## src/rtl/core/tfsc_pkg.sv

```systemverilog
`default_nettype none
package tfsc_pkg;

  localparam int unsigned TEMP_W = 11;
  localparam int unsigned SPD_W  = 4;
  localparam int unsigned CNT_W  = 16;
  localparam int unsigned NFANS  = 3;

  localparam logic [SPD_W-1:0] TOP_SPEED_MAX    = SPD_W'(5);
  localparam logic [SPD_W-1:0] TOP_SPEED_MIN    = SPD_W'(1);
  localparam logic [SPD_W-1:0] SIDE_SPEED_MAX   = SPD_W'(10);
  localparam logic [SPD_W-1:0] SIDE_SPEED_MIN   = SPD_W'(1);
  localparam logic [SPD_W-1:0] AUTO_START_SPEED = SPD_W'(2);
  localparam logic [CNT_W-1:0] HOLD_TICKS       = CNT_W'(16);

  // Fan lane order.
  localparam int unsigned LANE_TOP   = 0;
  localparam int unsigned LANE_LEFT  = 1;
  localparam int unsigned LANE_RIGHT = 2;

  typedef enum logic [2:0] {
    CFG_AUTO_ENABLE  = 3'd0,
    CFG_MANUAL_TOP   = 3'd1,
    CFG_MANUAL_SIDE  = 3'd2,
    CFG_TEMP_HIGH    = 3'd3,
    CFG_TEMP_LOW     = 3'd4,
    CFG_SIDE_RISK    = 3'd5,
    CFG_TOP_RISK     = 3'd6,
    CFG_TOP_NORMAL   = 3'd7
  } cfg_idx_e;

  // Per-lane limits and thresholds.
  typedef struct packed {
    logic signed [TEMP_W-1:0] risk;
    logic signed [TEMP_W-1:0] release_lvl;
    logic signed [TEMP_W-1:0] high_th;
    logic signed [TEMP_W-1:0] low_th;
    logic [SPD_W-1:0]         manual_spd;
    logic [SPD_W-1:0]         spd_max;
    logic [SPD_W-1:0]         spd_min;
  } lane_cfg_t;

  // Control from the merging stage back to every lane.
  typedef struct packed {
    logic rescuing;
    logic auto_en;
    logic entering;
  } lane_ctrl_t;

  // What a lane found in this tick.
  typedef struct packed {
    logic             over_risk;
    logic             rescue;
    logic [SPD_W-1:0] applied;
  } lane_stat_t;

  typedef struct packed {
    logic [SPD_W-1:0] top_spd;
    logic [SPD_W-1:0] left_spd;
    logic [SPD_W-1:0] right_spd;
    logic             rescuing;
    logic             overheat;
  } result_t;

endpackage
`default_nettype wire

```

## src/rtl/core/tfsc_lane.sv

```systemverilog
`default_nettype none
module tfsc_lane (
  input  wire logic                                   clk_i,
  input  wire logic                                   rst_ni,
  input  wire logic                                   accept_i,
  input  wire logic signed [tfsc_pkg::TEMP_W-1:0]     temp_i,
  input  wire tfsc_pkg::lane_cfg_t                    cfg_i,
  input  wire tfsc_pkg::lane_ctrl_t                   ctrl_i,
  output tfsc_pkg::lane_stat_t                        stat_o
);

  logic [tfsc_pkg::SPD_W-1:0] auto_spd_q, auto_spd_d;
  logic                       hold_q, hold_d;
  logic [tfsc_pkg::CNT_W-1:0] cnt_q, cnt_d;
  logic                       rescue_q, rescue_d;
  logic [tfsc_pkg::SPD_W-1:0] saved_q, saved_d;
  logic [tfsc_pkg::SPD_W-1:0] applied_q, applied_d;

  logic                       over_risk;
  logic [tfsc_pkg::SPD_W-1:0] rescue_spd;
  logic [tfsc_pkg::SPD_W-1:0] spd_base;
  logic                       hold_base;
  logic [tfsc_pkg::CNT_W-1:0] cnt_base;
  logic [tfsc_pkg::CNT_W-1:0] cnt_inc;
  logic [tfsc_pkg::SPD_W-1:0] manual_clamped;

  assign over_risk = temp_i > cfg_i.risk;
  assign cnt_inc   = cnt_q + tfsc_pkg::CNT_W'(1);

  always_comb begin
    if (cfg_i.manual_spd < cfg_i.spd_min) begin
      manual_clamped = cfg_i.spd_min;
    end else if (cfg_i.manual_spd > cfg_i.spd_max) begin
      manual_clamped = cfg_i.spd_max;
    end else begin
      manual_clamped = cfg_i.manual_spd;
    end
  end

  // Rescue is evaluated first; its outcome feeds the global rescue flag.
  always_comb begin
    rescue_d   = rescue_q;
    saved_d    = saved_q;
    rescue_spd = applied_q;
    if (over_risk) begin
      if (!rescue_q) begin
        saved_d    = applied_q;
        rescue_d   = 1'b1;
        rescue_spd = cfg_i.spd_max;
      end
    end else if (rescue_q && (temp_i < cfg_i.release_lvl)) begin
      rescue_spd = saved_q;
      rescue_d   = 1'b0;
    end
  end

  always_comb begin
    auto_spd_d = auto_spd_q;
    hold_d     = hold_q;
    cnt_d      = cnt_q;
    applied_d  = rescue_spd;
    spd_base   = auto_spd_q;
    hold_base  = hold_q;
    cnt_base   = cnt_q;
    if (!ctrl_i.rescuing) begin
      if (ctrl_i.auto_en) begin
        if (ctrl_i.entering) begin
          spd_base  = tfsc_pkg::AUTO_START_SPEED;
          hold_base = 1'b0;
          cnt_base  = '0;
          applied_d = tfsc_pkg::AUTO_START_SPEED;
        end
        auto_spd_d = spd_base;
        hold_d     = hold_base;
        cnt_d      = cnt_base;
        if (hold_base) begin
          // A fan entering auto never holds, so the stored count is the right one here.
          if (cnt_inc == tfsc_pkg::HOLD_TICKS) begin
            hold_d = 1'b0;
            cnt_d  = '0;
          end else begin
            cnt_d = cnt_inc;
          end
        end else if (temp_i > cfg_i.high_th) begin
          if (spd_base < cfg_i.spd_max) begin
            auto_spd_d = spd_base + tfsc_pkg::SPD_W'(1);
            applied_d  = spd_base + tfsc_pkg::SPD_W'(1);
            hold_d     = 1'b1;
            cnt_d      = '0;
          end
        end else if (temp_i < cfg_i.low_th) begin
          if (spd_base > cfg_i.spd_min) begin
            auto_spd_d = spd_base - tfsc_pkg::SPD_W'(1);
            applied_d  = spd_base - tfsc_pkg::SPD_W'(1);
            hold_d     = 1'b1;
            cnt_d      = '0;
          end
        end
      end else begin
        applied_d = manual_clamped;
      end
    end
  end

  always_ff @(posedge clk_i or negedge rst_ni) begin
    if (!rst_ni) begin
      auto_spd_q <= tfsc_pkg::AUTO_START_SPEED;
      hold_q     <= 1'b0;
      cnt_q      <= '0;
      rescue_q   <= 1'b0;
      applied_q  <= '0;
    end else if (accept_i) begin
      auto_spd_q <= auto_spd_d;
      hold_q     <= hold_d;
      cnt_q      <= cnt_d;
      rescue_q   <= rescue_d;
      applied_q  <= applied_d;
    end
  end

  always_ff @(posedge clk_i) begin
    if (accept_i) begin
      saved_q <= saved_d;
    end
  end

  assign stat_o.over_risk = over_risk;
  assign stat_o.rescue    = rescue_d;
  assign stat_o.applied   = applied_d;

endmodule
`default_nettype wire

```

## src/rtl/core/tfsc_merge.sv

```systemverilog
`default_nettype none
module tfsc_merge (
  input  wire logic                      clk_i,
  input  wire logic                      rst_ni,
  input  wire logic                      accept_i,
  input  wire logic                      auto_en_i,
  input  wire tfsc_pkg::lane_stat_t      top_stat_i,
  input  wire tfsc_pkg::lane_stat_t      left_stat_i,
  input  wire tfsc_pkg::lane_stat_t      right_stat_i,
  output tfsc_pkg::lane_ctrl_t           ctrl_o,
  output logic                           full_o,
  output logic                           out_valid_o,
  input  wire logic                      out_stall_i,
  output tfsc_pkg::result_t              result_o
);

  logic             prev_auto_q;
  logic             rescuing;
  tfsc_pkg::result_t res;

  tfsc_pkg::result_t buf_q [2];
  logic             wr_ptr_q;
  logic             rd_ptr_q;
  logic [1:0]       cnt_q;
  logic             pop;

  assign rescuing = top_stat_i.rescue | left_stat_i.rescue | right_stat_i.rescue;

  assign ctrl_o.rescuing = rescuing;
  assign ctrl_o.auto_en  = auto_en_i;
  assign ctrl_o.entering = !prev_auto_q && auto_en_i;

  assign res.top_spd   = top_stat_i.applied;
  assign res.left_spd  = left_stat_i.applied;
  assign res.right_spd = right_stat_i.applied;
  assign res.rescuing  = rescuing;
  assign res.overheat  = top_stat_i.over_risk & left_stat_i.over_risk &
                         right_stat_i.over_risk;

  // A mode change seen during rescue only counts once rescue is over.
  always_ff @(posedge clk_i or negedge rst_ni) begin
    if (!rst_ni) begin
      prev_auto_q <= 1'b0;
    end else if (accept_i && !rescuing) begin
      prev_auto_q <= auto_en_i;
    end
  end

  // Two-entry result queue keeps the input side moving while a result waits.
  assign out_valid_o = cnt_q != 2'd0;
  assign full_o      = cnt_q == 2'd2;
  assign pop         = out_valid_o && !out_stall_i;
  assign result_o    = buf_q[rd_ptr_q];

  always_ff @(posedge clk_i or negedge rst_ni) begin
    if (!rst_ni) begin
      wr_ptr_q <= 1'b0;
      rd_ptr_q <= 1'b0;
      cnt_q    <= 2'd0;
    end else begin
      if (accept_i) begin
        wr_ptr_q <= !wr_ptr_q;
      end
      if (pop) begin
        rd_ptr_q <= !rd_ptr_q;
      end
      if (accept_i && !pop) begin
        cnt_q <= cnt_q + 2'd1;
      end else if (!accept_i && pop) begin
        cnt_q <= cnt_q - 2'd1;
      end
    end
  end

  always_ff @(posedge clk_i) begin
    if (accept_i) begin
      buf_q[wr_ptr_q] <= res;
    end
  end

endmodule
`default_nettype wire

```

## src/rtl/core/thermal_fan_speed_controller.sv

```systemverilog
`default_nettype none
// Channel  Direction  Handshake                 Payload
// in       input      in_valid_i / in_stall_o   temp_top_i, temp_left_i, temp_right_i
// out      output     out_valid_o / out_stall_i top/left/right_fan_speed_o, rescuing_o,
//                                               overheat_o
// cfg      input      cfg_valid_i / cfg_ready_o cfg_index_i, cfg_data_i
//
// Each request is handled by three fan lanes side by side; a new request can be taken
// every cycle while the queue is not full, and its result is written into the queue.
// Results sit in a two-entry queue, so the input stalls only while two results wait.
// Reset loads control and config reset values, but not saved speeds or queue data.
// The configuration port is always ready.
module thermal_fan_speed_controller (
  input  wire logic                               clk_i,
  input  wire logic                               rst_ni,
  input  wire logic                               in_valid_i,
  output logic                                    in_stall_o,
  input  wire logic signed [tfsc_pkg::TEMP_W-1:0] temp_top_i,
  input  wire logic signed [tfsc_pkg::TEMP_W-1:0] temp_left_i,
  input  wire logic signed [tfsc_pkg::TEMP_W-1:0] temp_right_i,
  output logic                                    out_valid_o,
  input  wire logic                               out_stall_i,
  output logic [tfsc_pkg::SPD_W-1:0]              top_fan_speed_o,
  output logic [tfsc_pkg::SPD_W-1:0]              left_fan_speed_o,
  output logic [tfsc_pkg::SPD_W-1:0]              right_fan_speed_o,
  output logic                                    rescuing_o,
  output logic                                    overheat_o,
  input  wire logic                               cfg_valid_i,
  output logic                                    cfg_ready_o,
  input  wire logic [2:0]                         cfg_index_i,
  input  wire logic [tfsc_pkg::TEMP_W-1:0]        cfg_data_i
);

  logic                               auto_en_q;
  logic [tfsc_pkg::SPD_W-1:0]         man_top_q;
  logic [tfsc_pkg::SPD_W-1:0]         man_side_q;
  logic signed [tfsc_pkg::TEMP_W-1:0] high_th_q;
  logic signed [tfsc_pkg::TEMP_W-1:0] low_th_q;
  logic signed [tfsc_pkg::TEMP_W-1:0] side_risk_q;
  logic signed [tfsc_pkg::TEMP_W-1:0] top_risk_q;
  logic signed [tfsc_pkg::TEMP_W-1:0] top_normal_q;

  logic                  accept;
  logic                  full;
  tfsc_pkg::lane_ctrl_t  ctrl;
  tfsc_pkg::lane_cfg_t   top_cfg, left_cfg, right_cfg;
  tfsc_pkg::lane_stat_t  top_stat, left_stat, right_stat;
  tfsc_pkg::result_t     result;

  assign cfg_ready_o = 1'b1;

  always_ff @(posedge clk_i or negedge rst_ni) begin
    if (!rst_ni) begin
      auto_en_q    <= 1'b0;
      man_top_q    <= tfsc_pkg::SPD_W'(2);
      man_side_q   <= tfsc_pkg::SPD_W'(2);
      high_th_q    <= tfsc_pkg::TEMP_W'(45);
      low_th_q     <= tfsc_pkg::TEMP_W'(35);
      side_risk_q  <= tfsc_pkg::TEMP_W'(70);
      top_risk_q   <= tfsc_pkg::TEMP_W'(70);
      top_normal_q <= tfsc_pkg::TEMP_W'(50);
    end else if (cfg_valid_i && cfg_ready_o) begin
      unique case (tfsc_pkg::cfg_idx_e'(cfg_index_i))
        tfsc_pkg::CFG_AUTO_ENABLE: auto_en_q    <= cfg_data_i[0];
        tfsc_pkg::CFG_MANUAL_TOP:  man_top_q    <= cfg_data_i[tfsc_pkg::SPD_W-1:0];
        tfsc_pkg::CFG_MANUAL_SIDE: man_side_q   <= cfg_data_i[tfsc_pkg::SPD_W-1:0];
        tfsc_pkg::CFG_TEMP_HIGH:   high_th_q    <= cfg_data_i;
        tfsc_pkg::CFG_TEMP_LOW:    low_th_q     <= cfg_data_i;
        tfsc_pkg::CFG_SIDE_RISK:   side_risk_q  <= cfg_data_i;
        tfsc_pkg::CFG_TOP_RISK:    top_risk_q   <= cfg_data_i;
        tfsc_pkg::CFG_TOP_NORMAL:  top_normal_q <= cfg_data_i;
        default: ;
      endcase
    end
  end

  assign in_stall_o = full;
  assign accept     = in_valid_i && !full;

  assign top_cfg.risk        = top_risk_q;
  assign top_cfg.release_lvl = top_normal_q;
  assign top_cfg.high_th     = high_th_q;
  assign top_cfg.low_th      = low_th_q;
  assign top_cfg.manual_spd  = man_top_q;
  assign top_cfg.spd_max     = tfsc_pkg::TOP_SPEED_MAX;
  assign top_cfg.spd_min     = tfsc_pkg::TOP_SPEED_MIN;

  assign left_cfg.risk        = side_risk_q;
  assign left_cfg.release_lvl = low_th_q;
  assign left_cfg.high_th     = high_th_q;
  assign left_cfg.low_th      = low_th_q;
  assign left_cfg.manual_spd  = man_side_q;
  assign left_cfg.spd_max     = tfsc_pkg::SIDE_SPEED_MAX;
  assign left_cfg.spd_min     = tfsc_pkg::SIDE_SPEED_MIN;

  assign right_cfg = left_cfg;

  tfsc_lane u_lane_top (
    .clk_i    (clk_i),
    .rst_ni   (rst_ni),
    .accept_i (accept),
    .temp_i   (temp_top_i),
    .cfg_i    (top_cfg),
    .ctrl_i   (ctrl),
    .stat_o   (top_stat)
  );

  tfsc_lane u_lane_left (
    .clk_i    (clk_i),
    .rst_ni   (rst_ni),
    .accept_i (accept),
    .temp_i   (temp_left_i),
    .cfg_i    (left_cfg),
    .ctrl_i   (ctrl),
    .stat_o   (left_stat)
  );

  tfsc_lane u_lane_right (
    .clk_i    (clk_i),
    .rst_ni   (rst_ni),
    .accept_i (accept),
    .temp_i   (temp_right_i),
    .cfg_i    (right_cfg),
    .ctrl_i   (ctrl),
    .stat_o   (right_stat)
  );

  tfsc_merge u_merge (
    .clk_i        (clk_i),
    .rst_ni       (rst_ni),
    .accept_i     (accept),
    .auto_en_i    (auto_en_q),
    .top_stat_i   (top_stat),
    .left_stat_i  (left_stat),
    .right_stat_i (right_stat),
    .ctrl_o       (ctrl),
    .full_o       (full),
    .out_valid_o  (out_valid_o),
    .out_stall_i  (out_stall_i),
    .result_o     (result)
  );

  assign top_fan_speed_o   = result.top_spd;
  assign left_fan_speed_o  = result.left_spd;
  assign right_fan_speed_o = result.right_spd;
  assign rescuing_o        = result.rescuing;
  assign overheat_o        = result.overheat;

endmodule
`default_nettype wire
```

## config.mk

```make
export PLATFORM = sky130hd
export DESIGN_NAME = thermal_fan_speed_controller
export DESIGN_NICKNAME = d
export VERILOG_FILES = /design/src/rtl/core/tfsc_pkg.sv /design/src/rtl/core/tfsc_lane.sv /design/src/rtl/core/tfsc_merge.sv /design/src/rtl/core/thermal_fan_speed_controller.sv
export SDC_FILE = /design/constraint.sdc
export NUM_CORES = 1
export LEC_CHECK = 0
export ABC_CLOCK_PERIOD_IN_PS = 10810
export BUFFER_PORTS_ARGS = -buffer_cell sky130_fd_sc_hd__clkbuf_2
export CORE_ASPECT_RATIO = 0.5
export CORE_MARGIN = 4
export CORE_UTILIZATION = 60
export DETAILED_ROUTE_END_ITERATION = 7
export PLACE_DENSITY = 0.78
export SYNTH_ARGS = -nofsm -noshare
export SYNTH_HDL_FRONTEND = slang
export SYNTH_SLANG_ARGS = --single-unit
```

## constraint.sdc

```tcl
create_clock -name clk_i -period 10.81 [get_ports clk_i]
set_clock_uncertainty 0.15 [all_clocks]
set_input_delay 1.081 -clock clk_i [delete_from_list [all_inputs] [get_ports clk_i]]
set_output_delay 1.081 -clock clk_i [all_outputs]
set_load 0.01 [all_outputs]
```

Word level (Yosys, flattened, before mapping)
Memories as Yosys holds them, arrays and structs flattened.
Index checks and enable logic that the tools add are counted.
Cells by class
  bitwise logic cells: 8
  order comparisons: 20
  $add $sub $neg: 11
  mux-type cells: 119
  reduce and logical (&&, ||, !) cells: 32
  equal/unequal tests: 11
Operators with widths (count)
  $mux W16: 21
  $mux W4: 61
  $gt A11 B11 Y1: 6
  $add A16 B1 Y16 const B: 3
  $eq A16 B5 Y1 const B: 3
  $lt A11 B11 Y1: 4
  $mux W1: 35
  $reduce_and A2 Y1: 8
  $add A4 B1 Y4 const B: 3
  $eq A3 B3 Y1 const B: 4
  $gt A4 B1 Y1 const B: 3
  $reduce_and A3 Y1: 4
  $sub A4 B1 Y4 const B: 3
  $logic_and A1 B1 Y1: 9
  $logic_not A1 Y1: 8
  $lt A4 B1 Y1 const B: 2
  $lt A4 B4 Y1 const B: 2
  $eq A3 B2 Y1 const B: 2
  $gt A4 B3 Y1 const B: 1
  $gt A4 B4 Y1 const B: 1
  $lt A4 B3 Y1 const B: 1
  $mux W2: 2
  $not A1 Y1: 4
  $reduce_bool A2 Y1: 2
  7 further kinds: 9
Storage, ports and cells
  word-level logic and storage cells: 232
  memory bits (writable): 28
  bits of input ports: 52
  memories kept: 1
  register bits after elaboration: 159
  output and inout port bits: 17
Memory list
  u_merge.buf_q: words 2, bits a word 14, read ports 1, clocked after memory_dff 0, write ports 1, line tfsc_merge.sv:21  | tfsc_pkg::result_t buf_q [2];

Longest topological paths before layout
Gate-level depths: netlist of run 1.
  depth in word-level cells: 14
  mapped depth: 15
  mapped depth without buffers: 12

Cells and area by module
Synthesis of run 1 repeated with hierarchy kept, for this count alone.
Second synthesis, totals
  cell total of the unflattened synthesis: 1679
  area, all modules: 15248.4 um2
Modules (own cells, without submodules)
  tfsc_lane at u_lane_left: times used 1, area an instance 3823.7 um2, cells each 484, sequential area each 772.0 um2
  tfsc_lane at u_lane_top: times used 1, area an instance 3807.4 um2, cells each 492, sequential area each 772.0 um2
  tfsc_lane at u_lane_right: times used 1, area an instance 3763.6 um2, cells each 489, sequential area each 772.0 um2
  thermal_fan_speed_controller: times used 1, area an instance 2519.9 um2, cells each 145, sequential area each 1624.1 um2
  tfsc_merge: times used 1, area an instance 1333.8 um2, cells each 69, sequential area each 965.9 um2

Worst setup path after synthesis of run 1
No wires, ideal clock.
  path kind: input-to-reg
  start point: input port temp_left_i[8] (netlist name)
  end point: memory u_merge.buf_q[0][4] (netlist name), data pin
  buffers on the path: 1
  arrival time: 3.434 ns
  stages on the path: 11
  path slack: 6.958 ns
  setup time: 0.269 ns
  data required time: 10.391 ns
  cells stage by stage: ha_1 a21o_1 a2111oi_2 or2_2 o21ai_2 a2111o_1 nor2_1 inv_1 buf_2 a311oi_1 nor2_1
RTL lines
  start: declaration: line thermal_fan_speed_controller.sv:19  | input wire logic signed [tfsc_pkg::TEMP_W-1:0] temp_left_i,
  end: declaration: line tfsc_merge.sv:21

==> impl_metrics.ini, run 1 <==
[logic_synthesis]
synth_edf_count = 40
synthFlopType = dfrtp_1
ys_seq_elements = 187
yosysWarnings = 0
async_flop_share_pct = 78.6
synthCells = 1416
syn_area_mm2 = 0.0132
avgSynthCellArea_um2 = 9.34
synth_area_leaders = dfrtp_1 (24%), ha_1 (11%), edfxtp_1 (9.1%), mux2_2 (6.4%), dfstp_2 (4.2%)
synth_top_cell_area_share_pct = 23.8
syn_nets = 1587
ys_seq_area_share_pct = 37.1
synth_top_cell_by_area = dfrtp_1
yosysUniqueCellTypes = 90

[clock_tree]
ctsHoldBuffers = 0
tritoncts = yes
cts_buffer_depth = 2
clk_pin_slew_ps = 70
clock_latency_ps = 450
h-tree-depth = 4
cts_buffers = 17
numClockSinks = 187
cts_resized = 0
postCtsSetupBuffers = 0
cts-root-buf = clkbuf_16

[setup_path]
crit_slowest_cell = nor2_1
crit_path_cell_trace = clkbuf_2, ha_1, a22o_1, o41a_1, o21ai_1, o211ai_1, nor2_1, inv_1, o32ai_1, nor2_1
worst_ep_required_time_ps = 10850
start_kind = input pin
crit_arrival_ps = 5040
max_stage_delay_ps = 740
critPathCaptureType = register
path_common_cell = nor2_1
crit_fanout = 15
path_class = in2reg

[power_and_ir_drop]
leakagePower_nw = 6.13
powerDensity_mw_per_mm2 = 206
peakVddDrop_uv = 107

[routing]
firstDrtPassIters = 5
drcViolationCount = 0
wl_per_cell_um = 20.6
vias = 11731
drt-initial-drc-count = 1549
viasPerCell = 6.64
wl_mm = 36.5
antenna_left = 0

[placement]
place_congestion = 1.01
detailed_place_hpwl_mm = 26.7
post_dp_cell_area_mm2 = 0.0138
io_buffers = 67
pre_cts_ws_ps = 5540

[sta]
min_period_ps = 5000
slew_violations = 0
fin_tns_setup_ps = 0
worst_pin_slew_ps = 1100
layout_setup_ws_ps = 5810
setup_viol = 0
fin_crit_sh_pct = 46.3
fmax_mhz = 200
rsz0062_at_grt = no
finalHoldViolCount = 0
slew-limit-headroom_pct = 26.0

[floorplan]
initial_utilization_pct = 61.0
core_area_mm2 = 0.0217
ios = 69
die_area_mm2 = 0.0246
die_x_um = 218
die_h_um = 113
num_rows = 38

[global_route]
gr-total-overflow = 0
grt_max_degree = 87
grt_pass1_wl_mm = 59.2
grt_pass1_vias = 11302
antenna_found_initial = 0
grtUsageTotal_pct = 30.0

[layout]
diodes = 0
drive_gt1_share_pct = 15.6
area_delta_synth_final_pct = 8.52
nNetsFinal = 1626
nFillCells = 1684
final_area_mm2 = 0.0144
final_core_util_pct = 66.2

[run_status]
status = finished clean

[min_path]
hold_path_class = reg2reg

[run]
drv_cap = 0
-- layer usage --
metal	global-route usage, %	wire, µm
met5	0	0
met4	10.2	1010
met3	6.76	3070
met2	47.8	16600
met1	41.0	15800
-- sequential cells by signal, indices dropped and copies added, names as in the netlist, 11 cells and up --
name and count:
u_merge.buf_q 28, u_lane_left.cnt_q 16, u_lane_right.cnt_q 16, u_lane_top.cnt_q 16, high_th_q 11, low_th_q 11
side_risk_q 11, top_normal_q 11, top_risk_q 11
-- Yosys cell counts, types with 9 or more instances --
| cell type | count |
|---|---|
| dfrtp_1 | 126 |
| ha_1 | 119 |
| nand2_1 | 111 |
| inv_1 | 101 |
| nor2_1 | 89 |
| o21ai_0 | 81 |
| mux2_2 | 75 |
| a21oi_1 | 56 |
| nor3_1 | 56 |
| nand3_1 | 47 |
| o31ai_1 | 43 |
| clkbuf_1 | 40 |
| edfxtp_1 | 40 |
| nand4_1 | 23 |
| dfstp_2 | 21 |
| mux2i_1 | 20 |
| a31oi_1 | 19 |
| nand2b_1 | 19 |
| o22ai_1 | 18 |
| a211oi_1 | 17 |
| and3_1 | 17 |
| o21a_1 | 15 |
| o211ai_1 | 13 |
| a22o_1 | 12 |
| nor2b_1 | 11 |
| nor4_1 | 11 |
| xnor2_1 | 11 |
| buf_2 | 10 |
| a211o_1 | 9 |
| nor3b_1 | 9 |
| o2bb2ai_1 | 9 |
-- cell usage in the layout, fill, tap and decap left out, types with 8 or more instances in the layout --
| master | count |
|---|---|
| a31oi_1 | 19 |
| nand2b_1 | 19 |
| a21oi_1 | 56 |
| dfstp_2 | 21 |
| clkbuf_2 | 67 |
| buf_4 | 11 |
| a211o_1 | 9 |
| and2_1 | 8 |
| o2111ai_1 | 8 |
| o21ai_0 | 81 |
| nand3_1 | 47 |
| o41ai_1 | 8 |
| or3_1 | 8 |
| o2bb2ai_1 | 9 |
| nor3_1 | 55 |
| mux2i_1 | 20 |
| o211ai_1 | 13 |
| o21a_1 | 15 |
| and3_1 | 17 |
| nand2_1 | 111 |
| a211oi_1 | 17 |
| nor3b_1 | 9 |
| xnor2_1 | 11 |
| o31ai_1 | 43 |
| mux2_2 | 75 |
| nor4_1 | 11 |
| edfxtp_1 | 40 |
| ha_1 | 119 |
| clkbuf_16 | 18 |
| dfrtp_1 | 126 |
| a22o_1 | 12 |
| inv_1 | 101 |
| nand4_1 | 23 |
| nor2b_1 | 11 |
| o22ai_1 | 18 |
| nor2_1 | 89 |
-- worst max-delay path, delay by kind of cell --
family,cells,cell delay [ps]
AOI/OAI and AO/OA,5,2120
and+or+nand+nor,2,860
buffers and inverters,2,650
adders and majority gates,1,340
-- cells by family after synthesis --
family | Yosys count | share of synthesized area [%]
buf+inv | 160 | 4.67
simple gates | 448 | 17.3
compound gates | 388 | 20.6
other cells | 1 | 0.0283
mux | 95 | 7.90
flops | 187 | 37.1
fa+ha+maj | 119 | 11.3
xor+xnor | 18 | 1.19
-- where the power goes --
| group | switching, mW | internal, mW |
|---|---|---|
| logic | 0.808 | 0.491 |
| clock network | 0.297 | 0.315 |
| registers | 0.141 | 0.907 |
-- area by class of cell --
cell class / count / area (µm²) / area share, %
multi-input combinational: 1069 / 7710 / 53.7
sequential: 187 / 4910 / 34.2
clock inverter: 13 / 103 / 0.715
inverter: 102 / 383 / 2.67
tap: 300 / 375 / 2.61
clock buffer: 19 / 455 / 3.17
timing repair buffer: 78 / 424 / 2.95
-- through the flow --
stage	hold slack (ps)	power, mW	instances
CTS	330	2.94	1768
floorplan	296	1.93	1416
finish	332	2.96	1768
detailed placement	314	2.32	1736
global route	348	3.15	1768
global placement	308	2.26	1736
-- worst paths after layout --
path                                          from                     to  slack (ps)  depth (start not counted)
max                                temp_right_i[6]    u_merge.buf_q[0][7]        5810                         10
min in group asynchronous                   rst_ni          top_risk_q[4]         530                          1
min                        u_lane_top.applied_q[0]  u_lane_top.saved_q[0]         330                          0
min reg2reg                u_lane_top.applied_q[0]  u_lane_top.saved_q[0]         330                          0
max in group asynchronous                   rst_ni          man_side_q[3]        8580                          2
max reg2reg                              auto_en_q   u_lane_left.cnt_q[8]        5830                         12
(Power assumes the default switching activity.)
==> run 2: changes to the inputs <==
Settings changed: ABC_AREA from default to 1, ABC_CLOCK_PERIOD_IN_PS 10810 to 5040.
Clock period 10.81 ns to 5.04 ns, I/O delays scaled along.
==> impl_metrics.ini, run 2 <==
[run_status]
status = finished clean

[layout]
diodes = 0
area_delta_synth_final_pct = 8.88
drive_gt1_share_pct = 10.3
mostFrequentLayoutCell = nand2_1
final_core_util_pct = 67.1
largest_register = u_merge.buf_q
nNetsFinal = 1874
most-common-layout-cells = nand2_1 (445), inv_1 (210), o21ai_0 (129)
finalNonFillerCells = 1989
largest_register_ffs = 28

[sta]
slew_violations = 0
setup_viol = 0
worst_pin_slew_ps = 1150
finalHoldViolCount = 0
fin_tns_setup_ps = 0
holdWs_ps = 47.1
slew-limit-headroom_pct = 22.8
fmax_mhz = 258
min_period_ps = 3870
fin_crit_sh_pct = 76.9
rsz0062_at_grt = no

[routing]
antenna_left = 0
drcViolationCount = 0
firstDrtPassIters = 7
wl_per_cell_um = 16.0
vias = 11311
drt-initial-drc-count = 938
wl_mm = 31.9
viasPerCell = 5.69

[power_and_ir_drop]
peakVddDrop_uv = 204
power_frac_clock_pct = 18.6
p_switching_mw = 3.29
p_int_mw = 4.01
powerDensity_mw_per_mm2 = 526
seq_power_share_pct = 34.2
swShare_pct = 45.1
combPwrFrac_pct = 47.2
leakagePower_nw = 6.88

[logic_synthesis]
syn_nets = 1815
synthFlopType = dfrtp_1
synth_edf_count = 40
syn_area_mm2 = 0.0128
yosysUniqueCellTypes = 54
ys_seq_area_share_pct = 38.5
synth_area_leaders = dfrtp_1 (25%), nand2_1 (13%), ha_1 (12%), edfxtp_1 (9.4%), inv_1 (6.2%)
yosys-top-cells-count = nand2_1 (445), inv_1 (210), o21ai_0 (129), dfrtp_1 (126), ha_1 (119)
synth_top_cell_by_area = dfrtp_1
synthCells = 1644
async_flop_share_pct = 78.6
ys_seq_elements = 187
synth_top_cell_area_share_pct = 24.7
yosysWarnings = 0
avgSynthCellArea_um2 = 7.76
synth.most_common_cell = nand2_1

[floorplan]
ios = 69
initial_utilization_pct = 61.6
die_h_um = 111
core_area_mm2 = 0.0207
die_x_um = 214
die_area_mm2 = 0.0238
num_rows = 37

[clock_tree]
cts-root-buf = clkbuf_16
numClockSinks = 187
h-tree-depth = 4
ctsHoldBuffers = 0
tritoncts = yes
cts_buffer_depth = 2
cts_resized = 0
clk_pin_slew_ps = 70
clock_latency_ps = 450
postCtsSetupBuffers = 0
cts_buffers = 17

[placement]
detailed_place_hpwl_mm = 24.5
placed_cells = 1956
io_buffers = 67
place_congestion = 0.962

[min_path]
hold_path_class = in2async

[global_route]
grt_max_degree = 106
grt_pass1_vias = 10887
antenna_found_initial = 0
grtUsageTotal_pct = 27.4
grt_pass1_wl_mm = 53.5
gr-total-overflow = 0

[setup_path]
path_class = reg2reg
worst_ep_required_time_ps = 5190
crit_arrival_ps = 4020
start_kind = register
reg2reg_slack_ps = 1170
crit_fanout = 30
critPathCaptureType = register

[run]
drv_cap = 0
-- run 2: cell families after synthesis --
family	after synthesis	share of synthesized area, %
buffers and inverters	250	7.98
XOR/XNOR	51	3.50
AND/OR/NAND/NOR	758	26.0
adder cells (fa/ha/maj)	119	11.7
AO/OA/AOI/OAI	278	12.4
flip-flops	187	38.5
other	1	0.0294
-- run 2: final timing paths --
kind                                           from                     end  cells past startpoint
max                                     low_th_q[5]   u_lane_right.cnt_q[3]                     15
min reg2reg                u_lane_left.applied_q[0]  u_lane_left.saved_q[0]                      0
min                                          rst_ni    u_lane_top.cnt_q[11]                      1
max reg2reg                             low_th_q[5]   u_lane_right.cnt_q[3]                     15
min in group clk_i                    cfg_data_i[4]         top_normal_q[4]                      3
max in group asynchronous                    rst_ni           man_side_q[1]                      2
-- run 2: power by group through the flow --
stage	logic, mW	registers (mW)	clock network (mW)
CTS	3.40	2.49	1.37
global placement	3.26	2.49	0
floorplan	2.53	2.40	0
finish	3.45	2.50	1.36
global route	3.90	2.56	1.44
detailed placement	3.37	2.51	0
-- run 2: layout make-up --
type	count	area [µm²]
Tap cell	273	342
Clock buffer	17	425
Fill cell	1702	6810
Sequential cell	187	4910
Multi-Input combinational cell	1207	6840
Timing Repair Buffer	74	400
Inverter	216	811
Clock inverter	15	164
-- run 2: routing by layer --
metal | global-route usage (%) | wire length [µm]
met1 | 36.9 | 14700
met2 | 45.7 | 14900
met3 | 3.70 | 1460
met4 | 9.97 | 857
met5 | 0 | 0
-- run 2: critical path, stage by stage (launching register included) --
cell	delay (ps)
dfstp_2	530
inv_1	90
ha_1	290
nand2_1	70
o21ai_0	320
nand2_1	150
nand4_2	190
nand2_1	130
inv_2	80
o21ai_1	80
inv_1	120
nand2_4	200
nor2_8	190
nand2_4	290
a21oi_2	620
o21ai_0	180
-- run 2: per-stage QoR --
| step | area [µm²] | total power, mW | worst slack [ps] |
|---|---|---|---|
| 6_report | 13900 | 7.30 | 1170 |
| 5_1_grt | 13900 | 7.90 | 859 |
| 4_1_cts | 13900 | 7.26 | 1210 |
| 3_5_place_dp | 13300 | 5.88 | 1180 |
| 3_3_place_gp | 13300 | 5.75 | 1300 |
| 2_1_floorplan | 12800 | 4.92 | 2320 |
